--- src/sks_pkg.sv ---
// ----------------------------------------------------------------------------
// sks_pkg: shared definitions of the sorted key set
// action codes, default sizes and the compare result struct
// ----------------------------------------------------------------------------
`default_nettype none

package sks_pkg;

	// default sizes
	localparam int TABLE_DEPTH_DEF = 256;
	localparam int KEY_BYTES_DEF   = 8;

	// fixed field widths of the ports
	localparam int KEY_PORT_W = 64;
	localparam int ACTION_W   = 2;
	localparam int OUT_W      = 9;

	// action codes
	localparam logic [ACTION_W-1:0] ACT_INSERT = 2'd0;
	localparam logic [ACTION_W-1:0] ACT_REMOVE = 2'd1;
	localparam logic [ACTION_W-1:0] ACT_QUERY  = 2'd2;

	// result of comparing the probe key with one table entry
	typedef struct packed {
		logic eq;  // probe equals entry
		logic lt;  // probe below entry
	} cmp_t;

endpackage

`default_nettype wire

--- src/sks_cmp.sv ---
// ----------------------------------------------------------------------------
// sks_cmp: key comparator
// unsigned compare of the probe key against one stored entry
// ----------------------------------------------------------------------------
`default_nettype none

module sks_cmp #(
	parameter int KEY_W = 64
) (
	input  wire logic [KEY_W-1:0] probe,
	input  wire logic [KEY_W-1:0] entry,
	output sks_pkg::cmp_t         result
);

	// unsigned order of zero-padded words matches lexicographic order
	assign result.eq = (probe == entry);
	assign result.lt = (probe < entry);

endmodule

`default_nettype wire

--- config.mk ---
export PLATFORM = sky130hd
export DESIGN_NAME = sks_cmp
export DESIGN_NICKNAME = d
export VERILOG_FILES = /design/src/sks_pkg.sv /design/src/sks_cmp.sv
export SDC_FILE = /design/constraint.sdc
export NUM_CORES = 1
export LEC_CHECK = 0
export ABC_CLOCK_PERIOD_IN_PS = 4100
export BUFFER_PORTS_ARGS = -buffer_cell sky130_fd_sc_hd__buf_2
export CAP_MARGIN = 10
export CORE_MARGIN = 2
export CORE_UTILIZATION = 30
export DETAILED_ROUTE_END_ITERATION = 6
export PLACE_DENSITY = 0.75
export SYNTH_ARGS = -nofsm -noshare
export SYNTH_HDL_FRONTEND = slang
export SYNTH_SLANG_ARGS = --single-unit
--- constraint.sdc ---
create_clock -name vclk -period 4.1
set_input_delay 0.205 -clock vclk [all_inputs]
set_output_delay 0.205 -clock vclk [all_outputs]
set_load 0.005 [all_outputs]
Word level (Yosys, flattened, before mapping)

Cells that the tools add are included.

Order comparisons: 1
Equality and inequality tests: 1

Operators with widths:

| cell         | count |
|---|---|
| $eq 64x64->1 | 1 |
| $lt 64x64->1 | 1 |

Bits in registers: 0
Input bits: 128
Output and inout port bits: 2
Logic and storage cells: 2

Depth between registers and ports, before layout

Gate-level depths: netlist of run 1.

Word-level depth: 1
Mapped depth: 7
Depth with buffers taken out: 7

Least setup slack after synthesis of run 1

Ideal clock, no wire load.

Kind: input -> output
Start point: input entry[60]
End point: output result[0] in the netlist's numbering
Arrival: 1437 ps
Required time: 3895 ps
Slack: 2458 ps
Cell stages on the path: 7
Cells stage by stage: inv_1 -> ha_1 -> and2_4 -> and4_1 -> and3_1 -> a2bb2oi_2 -> nor4_2

RTL lines:

| item               | RTL line      | text |
|---|---|---|
| start: declaration | sks_cmp.sv:11 | `input wire logic [KEY_W-1:0] entry,` |
| end: declaration   | sks_cmp.sv:12 | `output sks_pkg::cmp_t result` |

==> results of run 1 <==
-- cell families (layout without fill, tap and decap cells) --
group / count (synthesis) / in the layout
and+or+nand+nor: 54 / 54
buffers and inverters: 66 / 196
adders and majority gates: 64 / 64
AOI/OAI and AO/OA: 49 / 49
-- report_power, final --
| part | internal [uW] | total (uW) | leakage [uW] | switching (uW) |
|---|---|---|---|---|
| Sequential | 0 | 0 | 0 | 0 |
| Clock | 0 | 0 | 0 | 0 |
| Combinational | 111 | 210 | 0.00155 | 99.1 |
-- layout by cell type (no fill, tap or decap), drive strengths merged, types with 2 or more instances in the layout --
cell type | Yosys | routed
ha | 64 | 64
buf | 0 | 130
nand2 | 15 | 15
a21oi | 24 | 24
o21ai | 9 | 9
a2bb2oi | 2 | 2
nor2 | 5 | 5
a221oi | 3 | 3
nand4 | 16 | 16
nor3 | 4 | 4
inv | 66 | 66
nor4 | 3 | 3
a31oi | 2 | 2
a21o | 2 | 2
nand3 | 5 | 5
-- worst max-delay path: stages --
cell and delay, ns:
sky130_fd_sc_hd__buf_2 0.08, sky130_fd_sc_hd__inv_1 0.03, sky130_fd_sc_hd__ha_1 0.30, sky130_fd_sc_hd__nand4_1 0.18, sky130_fd_sc_hd__nor4_2 0.39, sky130_fd_sc_hd__nand4_1 0.20, sky130_fd_sc_hd__a31oi_1 0.26, sky130_fd_sc_hd__nor4_2 0.09
sky130_fd_sc_hd__buf_2 0.14
-- synth_stat cells (3+ instances only) --
cell / n
sky130_fd_sc_hd__inv_1: 66
sky130_fd_sc_hd__ha_1: 64
sky130_fd_sc_hd__a21oi_1: 23
sky130_fd_sc_hd__nand2_1: 15
sky130_fd_sc_hd__nand4_1: 14
sky130_fd_sc_hd__o21ai_0: 8
sky130_fd_sc_hd__nand3_1: 5
sky130_fd_sc_hd__nor2_1: 5
sky130_fd_sc_hd__a221oi_1: 3
sky130_fd_sc_hd__nor3_1: 3
-- path summary, 6_finish.rpt --
path,from,to,slack (ns),cells past startpoint
worst max-delay path,entry[46],result[0],2.04,9
worst min-delay path,probe[55],result[0],1.03,6
-- layout make-up --
class	instances	area share
multi-input cells	167	0.593
repair buffers	130	0.268
inverters	66	0.102
well taps	72	0.0371
-- stage by stage --
| step | util | instance area [sq um] | hold WS (ns) | cells | total power (uW) |
|---|---|---|---|---|---|
| after floorplan | - | 1690 | 0.773 | 233 | 121 |
| after global placement | 0.444 | 2430 | 1.03 | 435 | 207 |
| after detailed placement | 0.444 | 2430 | 1.03 | 435 | 213 |
| after CTS | 0.444 | 2430 | 1.04 | 435 | 214 |
| after global routing | 0.444 | 2430 | 1.08 | 435 | 241 |
| final | 0.444 | 2430 | 1.03 | 435 | 210 |
-- per-layer routing --
layer	wire, um	vias to the layer above	global-route usage
met2	2380	75	0.293
met5	0	-	0
met1	1810	868	0.136
met4	0	0	0
met3	307	0	0.0114
li1	-	1080	-
==> results.txt, run 1 <==
The top fanout value on the critical path is 4. The initial standard-cell utilization of the core came out at 0.309. The die extent in y came out at 79.0 um.

The total inserted antenna cells came out at 0. The register cell area after layout is 0 sq um. The cell leakage power came out at 0.00155 uW. The total negative slack is 0 ns. For this run, the number of Yosys warnings is 0.

For the pin with the worst max-slew slack, the measured transition is 0.332 ns. The overall die area came out at 6250 sq um. The total via count in the routed design is 2023.

The portion of the post-synthesis area used by sequential elements is 0. The cell count after synthesis came out at 233. The endpoint required time on the critical path is 3.89 ns. Across the run, the number of max-cap violations was 0.

The remaining number of nets flagged by the antenna check after routing is 0. The via count normalized by instance count is 4.65. In this run the worst hold path is classified as input port to primary output. The HPWL after detailed placement is 4.39 mm. The simple-gate area share of the yosys netlist came out at 0.189. The worst setup path is of the input port to primary output kind. The number of cell rows came out at 27.

The number of top-level pins is 130. At the end of routability-driven placement, the weighted congestion stood at 0.800. The core region is 5470 sq um. The synthesized design spends more area on one cell type than any other, namely sky130_fd_sc_hd__ha_1.

The worst slew slack as a fraction of its limit is 0.778. The count of pins over their slew limit came out at 0. Of the total synthesized cell area, the portion taken by full adders, half adders and majority gates is 0.474. After detailed routing, the average wire length per cell comes to 10.3 um. The number of setup buffers added after CTS is 0. The initial antenna violation count came out at 0. The fill cell total of the finished layout came out at 584.

The parity-gate share of the synthesized area counting xor and xnor cells is 0. The maximum ir drop on the vdd rail came out at 0.0365 mV. The portion of synthesized area spent on multiplexers is 0. The clock tree buffer count of the final layout came out at 0. The mean area per synthesized cell came out at 7.25 sq um. The post-synthesis cell type count is 33. Based on the critical path, the design can be clocked at up to 485 MHz. The share of synthesized area in the top cell type comes to 0.474. The port buffer count is 130. In the final layout, the multi-input gates occupy 1440 sq um. The initial DRC count came out at 30. The worst setup path is launched from an input port. The total nets after synthesis came out at 425.

The endpoint arrival time on the critical path is 1.86 ns. The period utilization came out at 0.503. The global route total overflow came out at 0.

The number of search-and-repair iterations in the first detailed-routing pass came out at 4. The worst setup slack after layout is 2.04 ns. The aggregate routed wire length came out at 4.50 mm. Setup repair after global routing left no endpoint under its margin. The first global-routing pass estimated 6.93 mm of wire. The worst setup path is captured at a primary output.

The area fraction in compound gates after synthesis is 0.190. The post-synthesis to final-layout area growth is 43.9%. The number of global-route vias before repair came out at 1840. Of the cells placed in the final design, the portion with a size suffix greater than 1 is 0.383. In the post-synthesis netlist, the biggest area contributors are sky130_fd_sc_hd__ha_1, sky130_fd_sc_hd__inv_1, sky130_fd_sc_hd__a21oi_1, sky130_fd_sc_hd__nand4_1, sky130_fd_sc_hd__nand2_1. The number of cells upsized or downsized after cts is 0. The final number of hold-violating endpoints came to 0. The placement-stage worst setup slack came out at 2.03 ns. The width of the die is 79.0 um. The worst path in the final design needs a cycle of 2.06 ns, including I/O delays and setup.

Summing every instance area after synthesis gives 1690 sq um. The flow ran to the end, and the final reports show no timing, DRC or antenna violations. The areal power density over the cells came out at 86.4 nW/um^2. The total of hold buffers inserted after clock tree synthesis is 0.

The combinational family with the most area after synthesis is adder cells. The final-stage net count came out at 557. The number of DRC violations after detailed routing came out at 0.

The maximum number of pins on one net before global-route repair came out at 5. The number of sequential cells came out at 0. The total of endpoints with negative setup slack in the final report is 0. The overall track demand over capacity in global routing is 0.132.
(Power assumes the default switching activity.)
==> run 2: changes to the inputs <==
--- a/config.mk
+++ b/config.mk
@@ -5,13 +5,13 @@
 export SDC_FILE = /design/constraint.sdc
 export NUM_CORES = 1
 export LEC_CHECK = 0
-export ABC_CLOCK_PERIOD_IN_PS = 4100
+export ABC_CLOCK_PERIOD_IN_PS = 1800
 export BUFFER_PORTS_ARGS = -buffer_cell sky130_fd_sc_hd__buf_2
 export CAP_MARGIN = 10
 export CORE_MARGIN = 2
 export CORE_UTILIZATION = 30
 export DETAILED_ROUTE_END_ITERATION = 6
-export PLACE_DENSITY = 0.75
+export PLACE_DENSITY = 0.78
 export SYNTH_ARGS = -nofsm -noshare
 export SYNTH_HDL_FRONTEND = slang
 export SYNTH_SLANG_ARGS = --single-unit
==> constraint.sdc (replaced) <==
create_clock -name vclk -period 1.8
set_input_delay 0.09 -clock vclk [all_inputs]
set_output_delay 0.09 -clock vclk [all_outputs]
set_load 0.005 [all_outputs]
==> run 2 against run 1 <==
Net effect:
- wire length up 16%
- combinational power rose to 2.8 times the previous value
- utilization up 7.2 points
- total power rose to 2.8 times the previous value
- setup slack worse by 2.0 ns
- sequential cell count unchanged
- worst hold slack worse by 0.24 ns
- design area up 16%
- critical path type unchanged
- critical endpoint unchanged
- largest power group unchanged
- highest routed layer is now met4
==> results.txt, run 2 (same netlist as run 1, synthesis figures left out) <==
The portion of total power attributed to the clock network came out at 0. The period utilization came out at 0.973. The final-stage net count came out at 562. The combinational cell fraction of total power is 1.000. The initial utilization of the core area, before any placement, comes to 0.309.

The worst hold margin came out at 0.788 ns. The number of cell rows came out at 27. The proportion of power drawn by flip-flops and latches is 0. The top cell types in the final layout, fill and taps aside, are sky130_fd_sc_hd__buf_2, sky130_fd_sc_hd__inv_1, sky130_fd_sc_hd__ha_1.

In the final routed layout, each cell accounts on average for 11.9 um. Setup repair after global routing could not meet its margin everywhere. The placeable core region came out at 5470 sq um. The first-pass GRT wire length came out at 7.53 mm.

The global route total overflow is 0. The share of cells above drive strength 1 is 0.500. Entering global routing, the biggest net connects 5 pins. The total of hold buffers inserted after clock tree synthesis came out at 0. The endpoint arrival time on the critical path came out at 1.66 ns. The switching fraction of total power came out at 0.466. The cell leakage power came out at 0.00161 uW. The top fanout value on the critical path came out at 3. From synthesis to final layout, the design area changed by 67.3%. The highest achievable clock rate came out at 571 MHz. The internal portion of the total power is 319 uW. The clock tree buffer count of the final layout came out at 0. The total via count in the routed design is 2093.

In this run the worst hold path is classified as input port to primary output. The worst-margin pin slew came out at 0.329 ns. The net switching power came out at 278 uW. The final number of hold-violating endpoints came to 0. The floorplan step defined a die boundary enclosing 6250 sq um. The endpoint required time on the critical path is 1.71 ns.

The number of sequential cells came out at 0. The maximum ir drop on the vdd rail is 0.0824 mV. The worst setup path is launched from an input port. The initial DRC count is 43. The areal power density over the cells came out at 211 nW/um^2. The global placement routability congestion is 0.806.

The number of search-and-repair iterations in the first detailed-routing pass came out at 4. The critical path start-end classification is input port to primary output. The remaining number of nets flagged by the antenna check after routing is 0. The total of endpoints with negative setup slack in the final report is 0.

The fill cell total of the finished layout came out at 526. The number of top-level pins is 130. In this run the tightest slew margin relative to its limit is 0.781. The count of pins over their slew limit is 0. Prior to clock tree synthesis, the placed netlist has a worst setup slack of -0.0945 ns. The final layout contains routed wiring with a total length of 5.23 mm. Counting I/O delays and the setup requirement, the final critical path takes 1.75 ns.

The worst setup path is captured at a primary output. The post-placement cell area came out at 2440 sq um. The total inserted antenna cells is 0. The flow ran to the end, and the final reports show no timing, DRC or antenna violations. In this run the horizontal extent of the chip is 79.0 um. The overall track demand over capacity in global routing is 0.141. Max-cap violations in this run came to 0. The number of global-route vias before repair is 2001. The die extent in y came out at 79.0 um. The worst setup slack after layout came out at 0.0480 ns.

The library cell used most frequently in the layout, excluding fill and tap cells, is sky130_fd_sc_hd__buf_2. The total half-perimeter wirelength after legalization and detailed placement came out at 4.37 mm. The initial antenna violation count is 0. After detailed routing, the number of remaining DRC violations is 0. The port buffer count is 130. The via count normalized by instance count came out at 4.76. The total non-filler cell area in the finished layout came out at 2830 sq um.

The register cell area after layout came out at 0 sq um.
==> run 2: worst paths after layout <==
check | end | depth (start not counted) | startpoint
worst max-delay path | result[0] | 9 | entry[35]
worst min-delay path | result[1] | 6 | entry[0]
==> run 2: routing by layer <==
metal | vias to the layer above | track usage | part of all wire
li1 | 1088 | - | -
met1 | 907 | 0.148 | 0.37
met2 | 94 | 0.307 | 0.55
met3 | 4 | 0.0136 | 0.069
met4 | 0 | 0.00517 | 0.0099
met5 | - | 0 | 0
==> run 2: power by group through the flow <==
stage                     sequential [uW]  combinational [uW]  clock, uW
final                                   0                 597          0
after global routing                    0                 678          0
after CTS                               0                 505          0
after detailed placement                0                 484          0
after global placement                  0                 465          0
after floorplan                         0                 275          0
==> run 2: metrics by stage <==
step | total power (uW) | setup TNS, ns | utilization | instances
detailed placement | 484 | -0.0945 | 0.447 | 437
global placement | 465 | -0.0910 | 0.447 | 437
global route | 678 | -0.125 | 0.516 | 440
floorplan | 275 | 0 | - | 233
finish | 597 | 0 | 0.516 | 440
CTS | 505 | 0 | 0.461 | 440
==> run 2: timing repair <==
item,4_1_cts,5_1_grt
pin swaps,9,26
setup buffers,3,0
resized for setup,6,51
gates cloned,0,0
setup endpoints to repair,1,2
==> run 2: final cells by class <==
type | instances | area, sq um | share of cell area
Multi-Input combinational cell | 167 | 1730 | 0.612
Timing Repair Buffer | 135 | 751 | 0.266
Inverter | 66 | 255 | 0.0903
Tap cell | 72 | 90.1 | 0.0319
==> run 2: critical path, cell delays in order <==
cell and delay [ns]:
sky130_fd_sc_hd__buf_2 0.08, sky130_fd_sc_hd__inv_1 0.04, sky130_fd_sc_hd__ha_1 0.30, sky130_fd_sc_hd__nand4_1 0.16, sky130_fd_sc_hd__nor4_4 0.36, sky130_fd_sc_hd__nand4_1 0.20
sky130_fd_sc_hd__a31oi_2 0.22, sky130_fd_sc_hd__nor4_2 0.08, sky130_fd_sc_hd__buf_2 0.13
==> run 3: changes to the inputs <==
==> constraint.sdc (replaced) <==
create_clock -name vclk -period 1.8
set_input_delay 0.18 -clock vclk [all_inputs]
set_output_delay 0.18 -clock vclk [all_outputs]
set_load 0.005 [all_outputs]
==> run 3 against run 2 <==
Net effect:
- the flow now finishes with violations (setup timing)
- combinational power fell by 1%
- non-clock buffer count up 9
- largest power group unchanged
- setup slack got worse by 0.19 ns
- largest cell class unchanged
- utilization is 0.53 points lower
- wire length fell by 1.7%
- highest routed layer is now met3
- worst hold slack gained 0.17 ns
- sequential share of layout area unchanged
==> results.txt, run 3 (same netlist as run 1, synthesis figures left out) <==
The repair_antennas step left the layout with diodes totalling 0. The aggregate routed wire length came out at 5.14 mm. The routed layout has 2138 vias. The count of pins over their slew limit came out at 0. The top fanout value on the critical path is 2. The worst-margin pin slew is 0.318 ns. The area occupied by multi-input gates is 1630 sq um.

Setup slack on the critical path of the routed design comes to -0.140 ns. The flow ran to the end, but the final reports show violations. The number of global-route vias before repair came to 2156. The initial utilization of the core area, before any placement, comes to 0.309. The port buffer count is 130. The final-stage net count is 571.

The final number of hold-violating endpoints was 0. The total of hold buffers inserted after clock tree synthesis came out at 0. The maximum ir drop on the vdd rail is 0.0898 mV.

The number of DRC violations after detailed routing is 0. The total of endpoints with negative setup slack in the final report came out at 2. Based on the critical path, the design can be clocked at up to 516 MHz. The global route total overflow is 0. The cell at the slowest stage of the critical path is sky130_fd_sc_hd__a221oi_2. The initial DRC count came out at 38. On the worst path, the slowest cell contributes a delay of 0.31 ns. The width of the die came out at 79.0 um. The share of cells above drive strength 1 came out at 0.472. The first global-routing pass estimated 8.25 mm of wire. The total half-perimeter wirelength after legalization and detailed placement came out at 4.41 mm. In this run the worst hold path is classified as input port to primary output. The final reports fail on setup timing. In the global route stage, overall resource usage came out at 0.154.

The remaining number of nets flagged by the antenna check after routing came out at 0. The die extent in y is 79.0 um. The critical path start-end classification is input port to primary output. The worst setup path is captured at a primary output. The areal power density over the cells is 211 nW/um^2. In this run the standard cell core region covers 5470 sq um. The overall die area is 6250 sq um. The sequential cells in the finished layout cover a total of 0 sq um. The total chip power is 590 uW.

For this design the static power due to leakage is 0.00165 uW. The maximum number of pins on one net before global-route repair came out at 5. The number of max-cap violations came out at 0. After filler insertion, the fill cell instance count of the layout stands at 537. The first detailed-routing pass took 4 iterations. The number of top-level pins came out at 130. The initial antenna violation count is 0. The number of sequential cells is 0.

Setup repair after global routing could not meet its margin everywhere. The global placement routability congestion came out at 0.786. The top cell types in the final layout, fill and taps aside, are sky130_fd_sc_hd__buf_2, sky130_fd_sc_hd__inv_1, sky130_fd_sc_hd__ha_1. The worst setup path is launched from an input port. In the routed layout, each cell is associated on average with a via count of 4.76.

The worst hold margin came out at 0.954 ns. Subtracting the final worst setup slack from the clock period gives 1.94 ns. The period utilization came out at 1.08.

Measured against its own limit, the worst slew margin works out to 0.787. The endpoint arrival time on the critical path came out at 1.76 ns. The clock tree buffer count of the final layout is 0. The library cell used most frequently in the layout, excluding fill and tap cells, is sky130_fd_sc_hd__buf_2.

The post-synthesis to final-layout area growth came out at 65.6%. The endpoint required time on the critical path came out at 1.62 ns. In the final routed layout, each cell accounts on average for 11.5 um. In this run the core area contains 27 standard-cell rows. Walking the worst path, the cells encountered are buf_6, inv_2, ha_4, buf_4, a21oi_1, nand2_1, a221oi_2, a31oi_2, nor4_2, buf_2.
[run 3: cell count changes in the layout (fill, tap and decap cells not counted), sizes merged]
| cell | change |
|---|---|
| buf | +9 |
[run 3: area by class of cell]
| type | instances | share of cell area |
|---|---|---|
| Timing Repair Buffer | 144 | 0.295 |
| Inverter | 66 | 0.0903 |
| Tap cell | 72 | 0.0322 |
| Multi-Input combinational cell | 167 | 0.582 |
[run 3: report_power, final]
group / total, uW / leakage (uW) / switching (uW) / internal (uW)
logic: 590 / 0.00165 / 267 / 323
registers: 0 / 0 / 0 / 0
clock network: 0 / 0 / 0 / 0
total: 590 / 0.00165 / 267 / 323
[run 3: through the flow]
| step | std cells | cell area, sq um | utilization | worst slack [ns] | TNS (ns) |
|---|---|---|---|---|---|
| after floorplan | 233 | 1690 | - | 0.208 | 0 |
| after global placement | 446 | 2510 | 0.459 | -0.252 | -0.374 |
| after detailed placement | 446 | 2510 | 0.459 | -0.272 | -0.418 |
| after CTS | 447 | 2650 | 0.484 | -0.127 | -0.199 |
| after global routing | 449 | 2800 | 0.511 | -0.208 | -0.318 |
| final | 449 | 2800 | 0.511 | -0.140 | -0.187 |
[run 3: layer usage]
metal,up-vias,track usage,share of wire
met3,0,0.0102,0.055
li1,1106,-,-
met5,-,0,0
met4,0,0,0
met2,84,0.335,0.56
met1,948,0.168,0.38
[run 3: final timing paths]
path                    end  cells past startpoint  slack (ns)      start
hold / removal    result[0]                      6        0.95  probe[15]
setup / recovery  result[0]                     10       -0.14  entry[46]
[run 3: worst max-delay path, delay by kind of cell]
kind / cells / cell delay [ns]
compound gates: 3 / 0.60
simple gates: 2 / 0.34
fa+ha+maj: 1 / 0.20
buf+inv: 4 / 0.43
[run 3: timing repair]
item,in CTS,in global routing
gates resized for setup,21,22
setup endpoints to repair,2,2
pin swaps,15,14
setup buffers,1,2
